## src/design/assert_macros.svh

```systemverilog
// assertion macros used by the top level of the highpass fir
// no dependencies; define ASSERT_OFF to drop every check
`ifndef ASSERT_MACROS_SVH
`define ASSERT_MACROS_SVH
`ifndef ASSERT_OFF
// condition must hold at every edge outside reset
`define ASSERT_ALWAYS(label, clk, rst, cond) \
  label: assert property (@(posedge clk) disable iff (rst) (cond)) \
    else $error("assertion failed");
// when ante holds, cons must hold in the next cycle
`define ASSERT_NEXT(label, clk, rst, ante, cons) \
  label: assert property (@(posedge clk) disable iff (rst) (ante) |=> (cons)) \
    else $error("assertion failed");
`else
`define ASSERT_ALWAYS(label, clk, rst, cond)
`define ASSERT_NEXT(label, clk, rst, ante, cons)
`endif
`endif

```

## src/design/fhp_pkg.sv

```systemverilog
// constants, coefficient table and coefficient rescaling for the highpass fir
// no dependencies
package fhp_pkg;

  localparam int SAMPLE_W      = 10;
  localparam int OUT_W         = 27;
  localparam int TAP_COUNT     = 21;
  localparam int HALF_TAPS     = 11;
  localparam int Q30_FRAC      = 30;
  localparam int COEF_FRAC_DEF = 30;
  localparam int OUT_FRAC_BITS = 16;

  localparam longint OUT_MAX = 64'sd67108863;
  localparam longint OUT_MIN = -64'sd67108864;

  // taps 0..10 in q2.30, tap k mirrors tap 20-k
  localparam longint TAP_Q30 [HALF_TAPS] = '{
    -64'sd6, -64'sd185, -64'sd1133, -64'sd4042, -64'sd10625, -64'sd22431,
    -64'sd39803, -64'sd60958, -64'sd81880, -64'sd97401, 64'sd1073638685
  };

  // coefficient of tap k with frac fraction bits, rounded half up
  function automatic longint fhp_coef(input int k, input int frac);
    int     idx;
    int     s;
    longint v;
    idx = (k < HALF_TAPS) ? k : (TAP_COUNT - 1 - k);
    if (idx >= HALF_TAPS || idx < 0) begin
      idx = HALF_TAPS - 1;
    end
    v = TAP_Q30[idx];
    s = Q30_FRAC - frac;
    if (s > 0) begin
      v = (v + (64'sd1 <<< (s - 1))) >>> s;
    end
    return v;
  endfunction

endpackage

```

## src/design/fhp_tap_cell.sv

```systemverilog
// one cell of the transposed tap chain: constant product plus neighbor sum
// depends on fhp_pkg
module fhp_tap_cell #(
  parameter int     COEF_W = fhp_pkg::COEF_FRAC_DEF + 2,
  parameter int     ACC_W  = fhp_pkg::COEF_FRAC_DEF + 12,
  parameter longint COEF   = 64'sd0
) (
  input  logic                              clk,
  input  logic                              rst,
  input  logic                              en,
  input  logic [fhp_pkg::SAMPLE_W-1:0]      sample,
  input  logic signed [ACC_W-1:0]           partial_in,
  output logic signed [ACC_W-1:0]           partial_out
);
  import fhp_pkg::*;

  localparam logic signed [COEF_W-1:0] CoefVal = COEF_W'(COEF);

  logic signed [SAMPLE_W+COEF_W:0] product;
  logic signed [ACC_W-1:0]         partial_next;

  // sample times this cell's coefficient, added to the upstream partial sum
  assign product      = $signed({1'b0, sample}) * CoefVal;
  assign partial_next = ACC_W'(product) + partial_in;

  // partial sum register, cleared so the history starts at zero
  always_ff @(posedge clk) begin
    if (rst) begin
      partial_out <= '0;
    end else if (en) begin
      partial_out <= partial_next;
    end
  end

endmodule

```

## config.mk

```make
export PLATFORM = sky130hd
export DESIGN_NAME = fhp_tap_cell
export DESIGN_NICKNAME = d
export VERILOG_FILES = /design/src/design/assert_macros.svh /design/src/design/fhp_pkg.sv /design/src/design/fhp_tap_cell.sv
export SDC_FILE = /design/constraint.sdc
export NUM_CORES = 1
export LEC_CHECK = 0
export BUFFER_PORTS_ARGS = -buffer_cell sky130_fd_sc_hd__buf_2
export CAP_MARGIN = 30
export CELL_PAD_IN_SITES_DETAIL_PLACEMENT = 1
export CELL_PAD_IN_SITES_GLOBAL_PLACEMENT = 2
export CORE_MARGIN = 3
export CORE_UTILIZATION = 26
export CTS_BUF_LIST = sky130_fd_sc_hd__clkbuf_4
export DETAILED_ROUTE_END_ITERATION = 10
export HOLD_SLACK_MARGIN = 0.06
export PLACE_DENSITY = 0.86
export RECOVER_POWER = 25
export SYNTH_ARGS = -nofsm -noshare
export SYNTH_HDL_FRONTEND = slang
export SYNTH_SLANG_ARGS = --single-unit
```

## constraint.sdc

```tcl
create_clock -name clk -period 1.6 [get_ports clk]
set_input_delay 0 -clock clk [delete_from_list [all_inputs] [get_ports clk]]
set_output_delay 0 -clock clk [all_outputs]
set_load 0.005 [all_outputs]
```

=== After elaboration in Yosys (flattened, before gate mapping) ===
Index checks and enable logic that the tools add are counted.

* Flip-flop bits (word level): 42
* Input bits: 55
* Logic and storage cells: 1

=== Logic depth before layout (Yosys ltp) ===
* Depth in word-level cells: 0
* Mapped depth: 4
* Depth with buffers taken out: 2

=== Worst setup path after synthesis ===
No wires, ideal clock.

* Kind: input port to flip-flop
* Start point: in en
* End point: reg partial_out[0]
* Setup time: 0.117 ns
* Data arrival time: 0.483 ns
* Slack: 1.000 ns
* Stages on the path: 4
* Path buffers: 2
* Path through: buf_6 -> buf_12 -> mux2i_1 -> nor2_1

{| class="wikitable"
|+ RTL lines
! what !! RTL line !! source
|-
| start, declared || fhp_tap_cell.sv:10 || <nowiki>input logic en,</nowiki>
|-
| end signal, assigned || fhp_tap_cell.sv:31 || <nowiki>partial_out <= partial_next;</nowiki>
|-
| end, declared || fhp_tap_cell.sv:13 || <nowiki>output logic signed [ACC_W-1:0] partial_out</nowiki>
|}

==> flow_summary.json <==
{
  "coreArea_mm2": 0.00561,
  "syn-mean-instance-area_um2": 11.3,
  "portBuffers": 86,
  "critPathLaunchType": "register",
  "cts_max_path_buffers": 2,
  "first_pass_iters": 4,
  "power_frac_seq_pct": 57.0,
  "synth_cell_types": 7,
  "drt_wl_total_um": 4390,
  "die_w_um": 82.8,
  "cts_made_buffers": 5,
  "power.leakage_nw": 1.34,
  "synth_warnings": 0,
  "nets": 328,
  "top_regs": "partial_out x42",
  "status": "completed",
  "via_count": 1461,
  "syn-num-nets": 191,
  "grt_max_degree": 43,
  "ir_drop_uv": 279,
  "setup-tns-final_ps": 0,
  "worstPathMaxFanout": 2,
  "wire_per_inst_um": 12.7,
  "combPwrFrac_pct": 18.8,
  "fin_crit_sh_pct": 75.8,
  "h-tree-depth": 2,
  "die_h_um": 82.8,
  "areaGrowthSynthToFinish_pct": 66.1,
  "period_minus_slack_ps": 1210,
  "route.detailed.drc": 0,
  "reg2reg_slack_ps": 390,
  "mostFrequentLayoutCell": "buf_2",
  "synthCells": 136,
  "cts_tree": "done",
  "fin_skew_ps": 0,
  "p_int_mw": 1.50,
  "synth-seq-cells": 42,
  "largest_reg_flops": 42,
  "grt_first_pass_wirelength_um": 7580,
  "hold_class": "in -> reg",
  "place_congestion": 0.644,
  "slew_headroom_pct": 72.2,
  "regMostFlops": "partial_out",
  "rsz0062_at_grt": "no",
  "report.final.slew_viol_count": 0,
  "drive_gt1_share_pct": 33.9,
  "final_cell_mix": "buf_2, dlygate4sd3_1, mux2i_1, nor2_1, dfxtp_1",
  "gr-usage-all-layers_pct": 13.4,
  "critPathRequiredTime_ps": 1830,
  "viasPerCell": 4.22,
  "fp.dieArea_mm2": 0.00686,
  "dp_hpwl_um": 2640,
  "worst_setup_path_end_kind": "register",
  "hold_viol": 0,
  "synth_area_mm2": 0.00153,
  "tightest_slew_ps": 418,
  "initial_core_util_pct": 27.4,
  "io_pins": 97,
  "p_sw_share_pct": 25.0,
  "p_sw_mw": 0.499,
  "max-cap-violations": 0,
  "antenna_left": 0,
  "first_global_vias": 1585,
  "power_density_mw_per_mm2": 783,
  "setup_violations": 0,
  "rows": 27,
  "worstPathArrival_ps": 1450,
  "clockRootBuffer": "clkbuf_4",
  "first_iter_violations": 35,
  "final_util_pct": 45.4,
  "antenna_found_initial": 0,
  "fmax_mhz": 825,
  "pwr-share-clk_pct": 24.2,
  "crit_type": "reg -> reg",
  "ys_seq_area_share_pct": 54.8,
  "clkTransAtPathRegs_ps": 120,
  "cts.sinks": 42,
  "n_antenna_cell": 0,
  "overflow": 0,
  "clk_latency_ps": 340
}
cells in the mapped netlist, drive strengths merged:
cell / count / share of area [%]
dfxtp: 42 / 55
mux2i: 42 / 27
nor2: 42 / 10
buf: 10 / 7.5
final timing paths:
path / startpoint / endpoint / cells after the start
setup reg to reg: partial_out[24]$_SDFFE_PP0P_ / partial_out[24]$_SDFFE_PP0P_ / 3
hold / removal: rst / partial_out[25]$_SDFFE_PP0P_ / 2
setup / recovery: partial_out[24]$_SDFFE_PP0P_ / partial_out[24]$_SDFFE_PP0P_ / 3
hold reg to reg: partial_out[37]$_SDFFE_PP0P_ / partial_out[37]$_SDFFE_PP0P_ / 2
layout make-up:
class / instances / area (µm²)
clock buffers: 5 / 37.5
multi-input cells: 84 / 578
clock inverters: 3 / 11.3
repair buffers: 140 / 991
well taps: 72 / 90.1
fillers: 664 / 3060
flip-flops and latches: 42 / 841
metrics by stage:
stage / power (mW) / worst slack, ps / hold WS, ps / area [µm²] / instances
final: 2.00 / 388 / 76.0 / 2550 / 346
after global routing: 2.15 / 323 / 69.6 / 2550 / 346
after CTS: 2.04 / 433 / 60.3 / 2550 / 346
after detailed placement: 1.44 / 733 / 245 / 1980 / 286
after global placement: 1.43 / 789 / 233 / 1980 / 286
after floorplan: 1.31 / 1000 / 147 / 1530 / 136
power by group through the flow:
stage	sequential [mW]	combinational [mW]	clock [mW]
3_5_place_dp	1.16	0.279	0
4_1_cts	1.14	0.378	0.528
6_report	1.14	0.375	0.484
5_1_grt	1.15	0.417	0.582
2_1_floorplan	1.17	0.148	0
3_3_place_gp	1.16	0.269	0
critical path, cell delays in order (launching register included):
cell and delay (ps):
dfxtp_1 330, mux2i_1 130, nor2_1 60, dlygate4sd3_1 580
cells by family (layout without fill, tap and decap cells):
kind of cell,count (synthesis),after routing,synth area share [%]
mux,42,42,27.4
flops,42,42,54.8
simple gates,42,42,10.3
buf+inv,10,148,7.50
per-layer routing:
| metal | share of wire (%) | up-vias | track usage, % |
|---|---|---|---|
| li1 | - | 724 | - |
| met1 | 39 | 680 | 14.7 |
| met2 | 54 | 52 | 25.1 |
| met3 | 5.9 | 5 | 4.17 |
| met4 | 0.96 | 0 | 3.12 |
| met5 | 0 | - | 0 |
timing repair:
item,4_1_cts,5_1_grt
hold buffers,52,0
resized for setup,0,0
setup endpoints to repair,0,0
setup buffers,0,0
hold endpoints to repair,42,0
Note: power is estimated with default switching activity, not from simulation.
