File: src/design/assert_macros.svh
// assertion macros used by the top level of the highpass fir
// no dependencies; define ASSERT_OFF to drop every check
`ifndef ASSERT_MACROS_SVH
`define ASSERT_MACROS_SVH
`ifndef ASSERT_OFF
// condition must hold at every edge outside reset
`define ASSERT_ALWAYS(label, clk, rst, cond) \
  label: assert property (@(posedge clk) disable iff (rst) (cond)) \
    else $error("assertion failed");
// when ante holds, cons must hold in the next cycle
`define ASSERT_NEXT(label, clk, rst, ante, cons) \
  label: assert property (@(posedge clk) disable iff (rst) (ante) |=> (cons)) \
    else $error("assertion failed");
`else
`define ASSERT_ALWAYS(label, clk, rst, cond)
`define ASSERT_NEXT(label, clk, rst, ante, cons)
`endif
`endif

File: src/design/fhp_pkg.sv
// constants, coefficient table and coefficient rescaling for the highpass fir
// no dependencies
package fhp_pkg;

  localparam int SAMPLE_W      = 10;
  localparam int OUT_W         = 27;
  localparam int TAP_COUNT     = 21;
  localparam int HALF_TAPS     = 11;
  localparam int Q30_FRAC      = 30;
  localparam int COEF_FRAC_DEF = 30;
  localparam int OUT_FRAC_BITS = 16;

  localparam longint OUT_MAX = 64'sd67108863;
  localparam longint OUT_MIN = -64'sd67108864;

  // taps 0..10 in q2.30, tap k mirrors tap 20-k
  localparam longint TAP_Q30 [HALF_TAPS] = '{
    -64'sd6, -64'sd185, -64'sd1133, -64'sd4042, -64'sd10625, -64'sd22431,
    -64'sd39803, -64'sd60958, -64'sd81880, -64'sd97401, 64'sd1073638685
  };

  // coefficient of tap k with frac fraction bits, rounded half up
  function automatic longint fhp_coef(input int k, input int frac);
    int     idx;
    int     s;
    longint v;
    idx = (k < HALF_TAPS) ? k : (TAP_COUNT - 1 - k);
    if (idx >= HALF_TAPS || idx < 0) begin
      idx = HALF_TAPS - 1;
    end
    v = TAP_Q30[idx];
    s = Q30_FRAC - frac;
    if (s > 0) begin
      v = (v + (64'sd1 <<< (s - 1))) >>> s;
    end
    return v;
  endfunction

endpackage

File: src/design/fhp_out_stage.sv
// output register: rounds the accumulator to q11.16 and saturates
// depends on fhp_pkg
module fhp_out_stage #(
  parameter int COEF_FRAC_BITS = fhp_pkg::COEF_FRAC_DEF,
  parameter int ACC_W          = fhp_pkg::COEF_FRAC_DEF + 12
) (
  input  logic                               clk,
  input  logic                               rst,
  input  logic                               acc_valid,
  input  logic signed [ACC_W-1:0]            acc,
  input  logic                               out_ready,
  output logic                               take,
  output logic                               out_valid,
  output logic signed [fhp_pkg::OUT_W-1:0]   filtered
);
  import fhp_pkg::*;

  localparam int SHIFT = COEF_FRAC_BITS - OUT_FRAC_BITS;
  localparam int Y_W   = ACC_W + 1 - SHIFT;
  localparam logic signed [ACC_W:0] Half = (ACC_W + 1)'(64'sd1 <<< (SHIFT - 1));
  localparam logic signed [Y_W-1:0] YMax = Y_W'(OUT_MAX);
  localparam logic signed [Y_W-1:0] YMin = Y_W'(OUT_MIN);

  logic signed [ACC_W:0]     rnd;
  logic signed [Y_W-1:0]     y;
  logic signed [OUT_W-1:0]   filtered_next;

  // round half up, then clamp to the output range
  assign rnd = $signed({acc[ACC_W-1], acc}) + Half;
  assign y   = Y_W'(rnd >>> SHIFT);

  always_comb begin
    if (y > YMax) begin
      filtered_next = OUT_W'(YMax);
    end else if (y < YMin) begin
      filtered_next = OUT_W'(YMin);
    end else begin
      filtered_next = OUT_W'(y);
    end
  end

  // output register frees up when empty or when the transfer completes
  assign take = !out_valid || out_ready;

  always_ff @(posedge clk) begin
    if (rst) begin
      out_valid <= 1'b0;
    end else if (take) begin
      out_valid <= acc_valid;
    end
  end

  always_ff @(posedge clk) begin
    if (take && acc_valid) begin
      filtered <= filtered_next;
    end
  end

endmodule

File: config.mk
export PLATFORM = sky130hd
export DESIGN_NAME = fhp_out_stage
export DESIGN_NICKNAME = d
export VERILOG_FILES = /design/src/design/assert_macros.svh /design/src/design/fhp_pkg.sv /design/src/design/fhp_out_stage.sv
export SDC_FILE = /design/constraint.sdc
export NUM_CORES = 1
export LEC_CHECK = 0
export ABC_AREA = 1
export BUFFER_PORTS_ARGS = -buffer_cell sky130_fd_sc_hd__buf_2
export CAP_MARGIN = 15
export CORE_ASPECT_RATIO = 1.5
export CORE_MARGIN = 2
export CORE_UTILIZATION = 48
export CTS_CLUSTER_DIAMETER = 150
export DETAILED_ROUTE_END_ITERATION = 10
export PLACE_DENSITY = 0.84
export SLEW_MARGIN = 20
export SYNTH_ARGS = -nofsm -noshare
export SYNTH_HDL_FRONTEND = slang
export SYNTH_SLANG_ARGS = --single-unit
File: constraint.sdc
create_clock -name clk -period 2.8 [get_ports clk]
set_clock_uncertainty 0.05 [all_clocks]
set_input_delay 0.42 -clock clk [delete_from_list [all_inputs] [get_ports clk]]
set_output_delay 0.42 -clock clk [all_outputs]
set_load 0.01 [all_outputs]
# Word-level counts from Yosys, hierarchy flattened
# Index checks and enable logic that the tools add are counted.
[totals]
register_bits = 28
in_bits = 46
output_inout_bits = 29
elab_cells = 9
[op_classes]
n_addsub = 1
magnitude_cmp = 2
n_mux = 1
reduce_logical = 3
[ops]
columns = ["operator", "n"]
rows = [
  ["adder 42 x 15 -> 43 bit (second input constant)", 1],
  ["> comparator 29 x 27 -> 1 bit (second input constant)", 1],
  ["< comparator 29 x 27 -> 1 bit (second input constant)", 1],
  ["2-to-1 mux 27 bit", 1],
  ["logical AND 1 bit", 1],
  ["logical NOT 1 bit", 1],
  ["logical OR 1 bit", 1],
]

# Longest topological paths before layout
# Gate-level depths: netlist of the first run.
[logic_depth]
depth_word = 3
mapped_depth = 12

# Least setup slack after synthesis of the first run
# No wires, ideal clock.
[synth_path]
path_kind = "input-to-reg"
start = "in acc_valid"
end = "reg filtered[0] (netlist bit), enable pin"
setup_time_ps = 420
arrival_time_ps = 1802
required_ps = 2330
setup_slack_ps = 528
cell_stages = 2
n_path_buf = 0
cell_sequence = "inv_1 > a21oi_1"
[synth_via]
elab_chain_len = 1
[synth_lines]
columns = ["item", "line", "source"]
rows = [
  ["start, declared", "fhp_out_stage.sv:9", "input logic acc_valid,"],
  ["logical AND 1 bit", "fhp_out_stage.sv:54", "if (take && acc_valid) begin"],
  ["end signal, assigned", "fhp_out_stage.sv:55", "filtered <= filtered_next;"],
  ["end, declared", "fhp_out_stage.sv:14", "output logic signed [fhp_pkg::OUT_W-1:0] filtered"],
]
# No other way between the ends.
# A chain may end at the register's enable or synchronous reset.

# Worst setup path in the final report of the first run
[layout_path]
start = "in acc[13]"
end = "reg filtered[25] (netlist bit), data pin"
[layout_via]
elab_chain_len = 3
word_cells_on_any_way = 4
classes_between = "1 x add/sub; 2 x order compare; 1 x mux"
[layout_lines]
columns = ["item", "line", "source"]
rows = [
  ["start, declared", "fhp_out_stage.sv:10", "input logic signed [ACC_W-1:0] acc,"],
  ["adder 42 x 15 -> 43 bit *", "fhp_out_stage.sv:29", "assign rnd = $signed({acc[ACC_W-1], acc}) + Half;"],
  ["< comparator 29 x 27 -> 1 bit", "fhp_out_stage.sv:35", "end else if (y < YMin) begin"],
  ["2-to-1 mux 27 bit", "fhp_out_stage.sv:35", ""],
]
# Every way passes the cells marked *; elsewhere a longest branch is shown, timed or not.

==> impl_metrics.json, run 1 <==
{
  "cp-start-kind": "input port",
  "synth.area.mux_share": 0,
  "final_common_cell": "nand2_1",
  "fin_crit_sh": 0.641,
  "synth_cell_types": 22,
  "dr_total_vias": 1575,
  "timing.hold.ws_ps": 263,
  "met1_usage": 0.225,
  "required_ps": 2770,
  "viasPerCell": 4.72,
  "cts_buffers": 3,
  "powerDensity_mw_per_mm2": 398,
  "start_util": 0.503,
  "grt.total_usage": 0.196,
  "worst_path_max_delay_cell": "nor2_1",
  "antenna_cells": 0,
  "clk_pin_slew_ps": 80,
  "synth.avg_cell_area_um2": 8.17,
  "yosysWarnings": 0,
  "cts_resized": 0,
  "worstMarginPinSlew_ps": 392,
  "syn_to_final_growth_pct": 19.8,
  "seq_area_frac_synth": 0.444,
  "min_period_ps": 1800,
  "crit_type": "input port to flip-flop",
  "die_height_um": 80.5,
  "end_kind": "flip-flop",
  "die-area_mm2": 0.00442,
  "min_path_type": "input port to flip-flop",
  "wl_per_cell_um": 11.0,
  "utilization": 0.603,
  "grt_pass1_wl_um": 6400,
  "postCtsSetupBuffers": 0,
  "ant_nets": 0,
  "synth_top_cell_by_area": "edfxtp_1",
  "htreeDepth": 1,
  "hold_violations": 0,
  "cpMostUsedCell": "nand2_1",
  "crit_path_max_fanout": 3,
  "core_mm2": 0.00372,
  "synth-adder-area-share": 0.00669,
  "final_cell_mix": "91 x nand2_1, 61 x buf_2, 27 x edfxtp_1",
  "cts.root.buffer_cell": "clkbuf_8",
  "synth_top_area_frac": 0.433,
  "top_usage_layer": "met2",
  "synth-simple-area-share": 0.373,
  "synth_top_family_by_area": "simple AND/OR/NAND/NOR gates",
  "synth_area_leaders": "edfxtp_1 43%, nand2_1 18%, xor2_1 7.0%, nor2_1 5.0%, xnor2_1 3.7%",
  "final_nets": 339,
  "dp_hpwl_um": 3140,
  "setup_tns_ps": 0,
  "drt_pass1_iterations": 4,
  "io_buffers": 61,
  "rsz0062_at_grt": "no",
  "gp_congestion": 0.865,
  "antenna_found_initial": 0,
  "maxCapViolCount": 0,
  "die_w_um": 55.0,
  "synthCells": 229,
  "drv_slew": 0,
  "crit_chain": "buf_2 > ha_1 > nand3_1 > nor2_1 > nand3_1 > nor2_2 > nand2_1 > nand2_1 > nand2_1 > nand2_1 > nand2_1",
  "grt_pass1_vias": 1549,
  "hold_buffers": 0,
  "p_leak_nw": 1.05,
  "io_pins": 75,
  "grt.overflow.total": 0,
  "num_rows": 27,
  "status": "finished, final reports clean",
  "met2_usage": 0.357,
  "nFillCells": 351,
  "grt_max_degree": 28,
  "synth.net_count": 276,
  "finalSetupViolations": 0,
  "drt_iter0_drc": 21,
  "arrival_ps": 1760,
  "clkLatencyLatePin_ps": 260,
  "synth-xor-area-share": 0.108,
  "slowest_delay_ps": 220,
  "peakVddDrop_uv": 285,
  "cts.sinks": 28,
  "clock_path_buffers": 2,
  "routed_wl_um": 3670,
  "cts_tree": "built",
  "total_power_mw": 0.892,
  "relSlewSlack": 0.737,
  "synth_compound_area_frac": 0.0127,
  "drive_gt1_frac": 0.320,
  "gr-usage-met3": 0.0204,
  "max_freq_mhz": 557,
  "drc_errors": 0,
  "synth-seq-cells": 28,
  "netlist_area_mm2": 0.00187
}
metal layers:
metal  vias to the layer above  share of wire
met5                         -              0
met4                         0          0.014
met3                         4          0.041
met2                        33           0.53
met1                       693           0.41
li1                        845              -
through the flow:
stage	area, µm²	worst slack, ps	instances
2_1_floorplan	1870	528	229
3_3_place_gp	2200	748	330
3_5_place_dp	2200	703	330
4_1_cts	2240	987	334
5_1_grt	2240	785	334
6_report	2240	1000	334
area by class of cell:
cell class,instances,area (µm²),area share
Sequential cell,28,831,0.371
Timing Repair Buffer,62,313,0.140
Inverter,16,60.1,0.0268
Multi-Input combinational cell,181,938,0.419
Tap cell,43,53.8,0.0240
Clock buffer,4,45.0,0.0201
state kept, by name (all words and copies together) (netlist names):
| signal | flops |
|---|---|
| out_valid | 1 |
| filtered | 27 |
where the power goes:
| group | switching, mW | internal, mW | leakage [nW] |
|---|---|---|---|
| Sequential | 0.00616 | 0.496 | 0.263 |
| Combinational | 0.116 | 0.0705 | 0.760 |
| Clock | 0.103 | 0.101 | 0.0228 |
worst paths after layout:
path	startpoint	endpoint	depth (start not counted)	slack (ps)
worst max-delay path	acc[13]	filtered[25]	11	1000
worst min-delay path	rst	out_valid	2	260
worst max register to register	out_valid	filtered[19]	2	1630
worst min register to register	out_valid	out_valid	2	460
worst max-delay path: cells and delay by family:
kind	cells	cell delay (ps)
buffers and inverters	1	100
AND/OR/NAND/NOR	9	1050
adder cells (fa/ha/maj)	1	200
logic make-up (layout without fill, tap and decap cells):
family	Yosys count	count (layout)
AOI/OAI and AO/OA	4	4
xor gates and xnor gates	23	23
adders and majority gates	1	1
buffers and inverters	20	82
DFF	28	28
and+or+nand+nor	153	153
cells in the mapped netlist:
cell,instances
nor2_1,25
a21oi_1,2
xnor2_1,8
a21oi_2,1
dfxtp_1,1
nor3_1,4
buf_6,4
nand3_2,3
nor2_4,3
nand3_1,6
inv_1,13
o21ai_0,1
edfxtp_1,27
nand2_1,91
ha_1,1
nor2_2,5
inv_2,3
xor2_1,15
nand4_1,3
nand3b_1,1
nand2_2,9
nand2_4,3
(Power assumes the default switching activity.)
==> inputs of run 2 (changes only) <==
--- a/config.mk
+++ b/config.mk
@@ -10,10 +10,10 @@
 export CAP_MARGIN = 15
 export CORE_ASPECT_RATIO = 1.5
 export CORE_MARGIN = 2
-export CORE_UTILIZATION = 48
+export CORE_UTILIZATION = 44
 export CTS_CLUSTER_DIAMETER = 150
 export DETAILED_ROUTE_END_ITERATION = 10
-export PLACE_DENSITY = 0.84
+export PLACE_DENSITY = 0.82
 export SLEW_MARGIN = 20
 export SYNTH_ARGS = -nofsm -noshare
 export SYNTH_HDL_FRONTEND = slang
==> constraint.sdc (replaced) <==
create_clock -name clk -period 1.5 [get_ports clk]
set_clock_uncertainty 0.05 [all_clocks]
set_input_delay 0.225 -clock clk [delete_from_list [all_inputs] [get_ports clk]]
set_output_delay 0.225 -clock clk [all_outputs]
set_load 0.01 [all_outputs]
==> impl_metrics.json, run 2 (synthesis results as in run 1) <==
{
  "status": "finished, final reports clean",
  "reg_top3": "filtered (27), out_valid (1)",
  "start_util": 0.448,
  "cts.root.buffer_cell": "clkbuf_8",
  "cts_buffers": 3,
  "hold_violations": 0,
  "clk_pin_slew_ps": 80,
  "largest_register": "filtered",
  "routed_wl_um": 4520,
  "ant_nets": 0,
  "grt_pass1_wl_um": 7270,
  "drc_errors": 0,
  "postCtsSetupBuffers": 0,
  "fin_crit_sh": 0.937,
  "crit_chain": "buf_2 > ha_2 > nand2_1 > nor2_2 > nand3_1 > buf_4 > xor2_1 > inv_1 > nand2_1 > nand2_1",
  "cts_tree": "built",
  "final_common_cell": "nand2_1",
  "gp_congestion": 0.877,
  "worst_path_max_delay_cell": "ha_2",
  "wl_per_cell_um": 11.3,
  "grt_pass1_vias": 1817,
  "antenna_cells": 0,
  "postLayoutCellArea_mm2": 0.00279,
  "dr_total_vias": 1899,
  "stdcell_count": 399,
  "min_path_type": "input port to flip-flop",
  "powerDensity_mw_per_mm2": 643,
  "min_period_ps": 1400,
  "timing.hold.ws_ps": 59.8,
  "peakVddDrop_uv": 809,
  "viasPerCell": 4.76,
  "required_ps": 1470,
  "relSlewSlack": 0.752,
  "io_buffers": 61,
  "die_w_um": 57.2,
  "crit_type": "input port to flip-flop",
  "drv_slew": 0,
  "dp.cells": 395,
  "drt_iter0_drc": 43,
  "grt_max_degree": 28,
  "clock_path_buffers": 2,
  "total_power_mw": 1.79,
  "finalSetupViolations": 0,
  "slowest_delay_ps": 220,
  "cp-start-kind": "input port",
  "grt.total_usage": 0.187,
  "postPlaceCellArea_mm2": 0.00269,
  "max_freq_mhz": 712,
  "hold_buffers": 0,
  "end_kind": "flip-flop",
  "cts_resized": 0,
  "drt_pass1_iterations": 4,
  "grt.overflow.total": 0,
  "arrival_ps": 1370,
  "utilization": 0.669,
  "core_mm2": 0.00417,
  "final_cell_mix": "91 x nand2_1, 62 x buf_4, 61 x buf_2",
  "die-area_mm2": 0.00480,
  "crit_path_max_fanout": 3,
  "num_rows": 29,
  "syn_to_final_growth_pct": 49.3,
  "worstMarginPinSlew_ps": 369,
  "antenna_found_initial": 0,
  "die_height_um": 83.9,
  "dp_hpwl_um": 3800,
  "p_leak_nw": 1.35,
  "cpMostUsedCell": "nand2_1",
  "maxCapViolCount": 0,
  "largest_reg_flops": 27,
  "drive_gt1_frac": 0.465,
  "cts.sinks": 28,
  "htreeDepth": 1,
  "final_nets": 401,
  "clkLatencyLatePin_ps": 260,
  "io_pins": 75
}
run 2: cell count changes in the layout (fill, tap and decap cells not counted), moves of 2 or more:
cell / before / now
a21oi_2: 2 / 0
a21oi_4: 0 / 2
buf_4: 1 / 62
nand2_4: 3 / 1
nand2_8: 0 / 2
nor2_1: 25 / 18
nor2_2: 5 / 11
run 2: area by class of cell:
class	count	area (µm²)
clock buffers	4	45.0
fillers	306	1380
inverters	16	60.1
multi-input cells	181	1010
flip-flops and latches	28	831
well taps	46	57.6
repair buffers	124	791
run 2: through the flow:
step	setup TNS [ps]	setup WS, ps
2_1_floorplan	0	5.61
3_3_place_gp	-4360	-174
3_5_place_dp	-6100	-260
4_1_cts	0	27.7
5_1_grt	-56.6	-21.8
6_report	0	95.1
run 2: per-layer routing:
layer | vias up | wire, µm | global-route usage | part of all wire
li1 | 970 | - | - | -
met1 | 877 | 1650 | 0.202 | 0.37
met2 | 42 | 2640 | 0.368 | 0.58
met3 | 10 | 145 | 0.00775 | 0.032
met4 | 0 | 86 | 0.0655 | 0.019
met5 | - | 0 | 0 | 0
run 2: worst paths after layout:
path	from	endpoint	slack [ps]	cells past startpoint
worst min-delay path	rst	out_valid	60	2
worst min register to register	out_valid	out_valid	510	2
worst max register to register	out_valid	filtered[17]	440	2
worst max-delay path	acc[14]	filtered[11]	100	10
run 2: critical path: cells and delay by family:
kind	cells	cell delay [ps]
XOR/XNOR	1	130
adder cells (fa/ha/maj)	1	220
AND/OR/NAND/NOR	5	480
buffers and inverters	3	320
run 2: power breakdown:
group          switching, mW  internal (mW)  total (mW)
registers             0.0121          0.925       0.937
logic                  0.250          0.217       0.467
clock network          0.201          0.189       0.391
total                  0.463           1.33        1.79
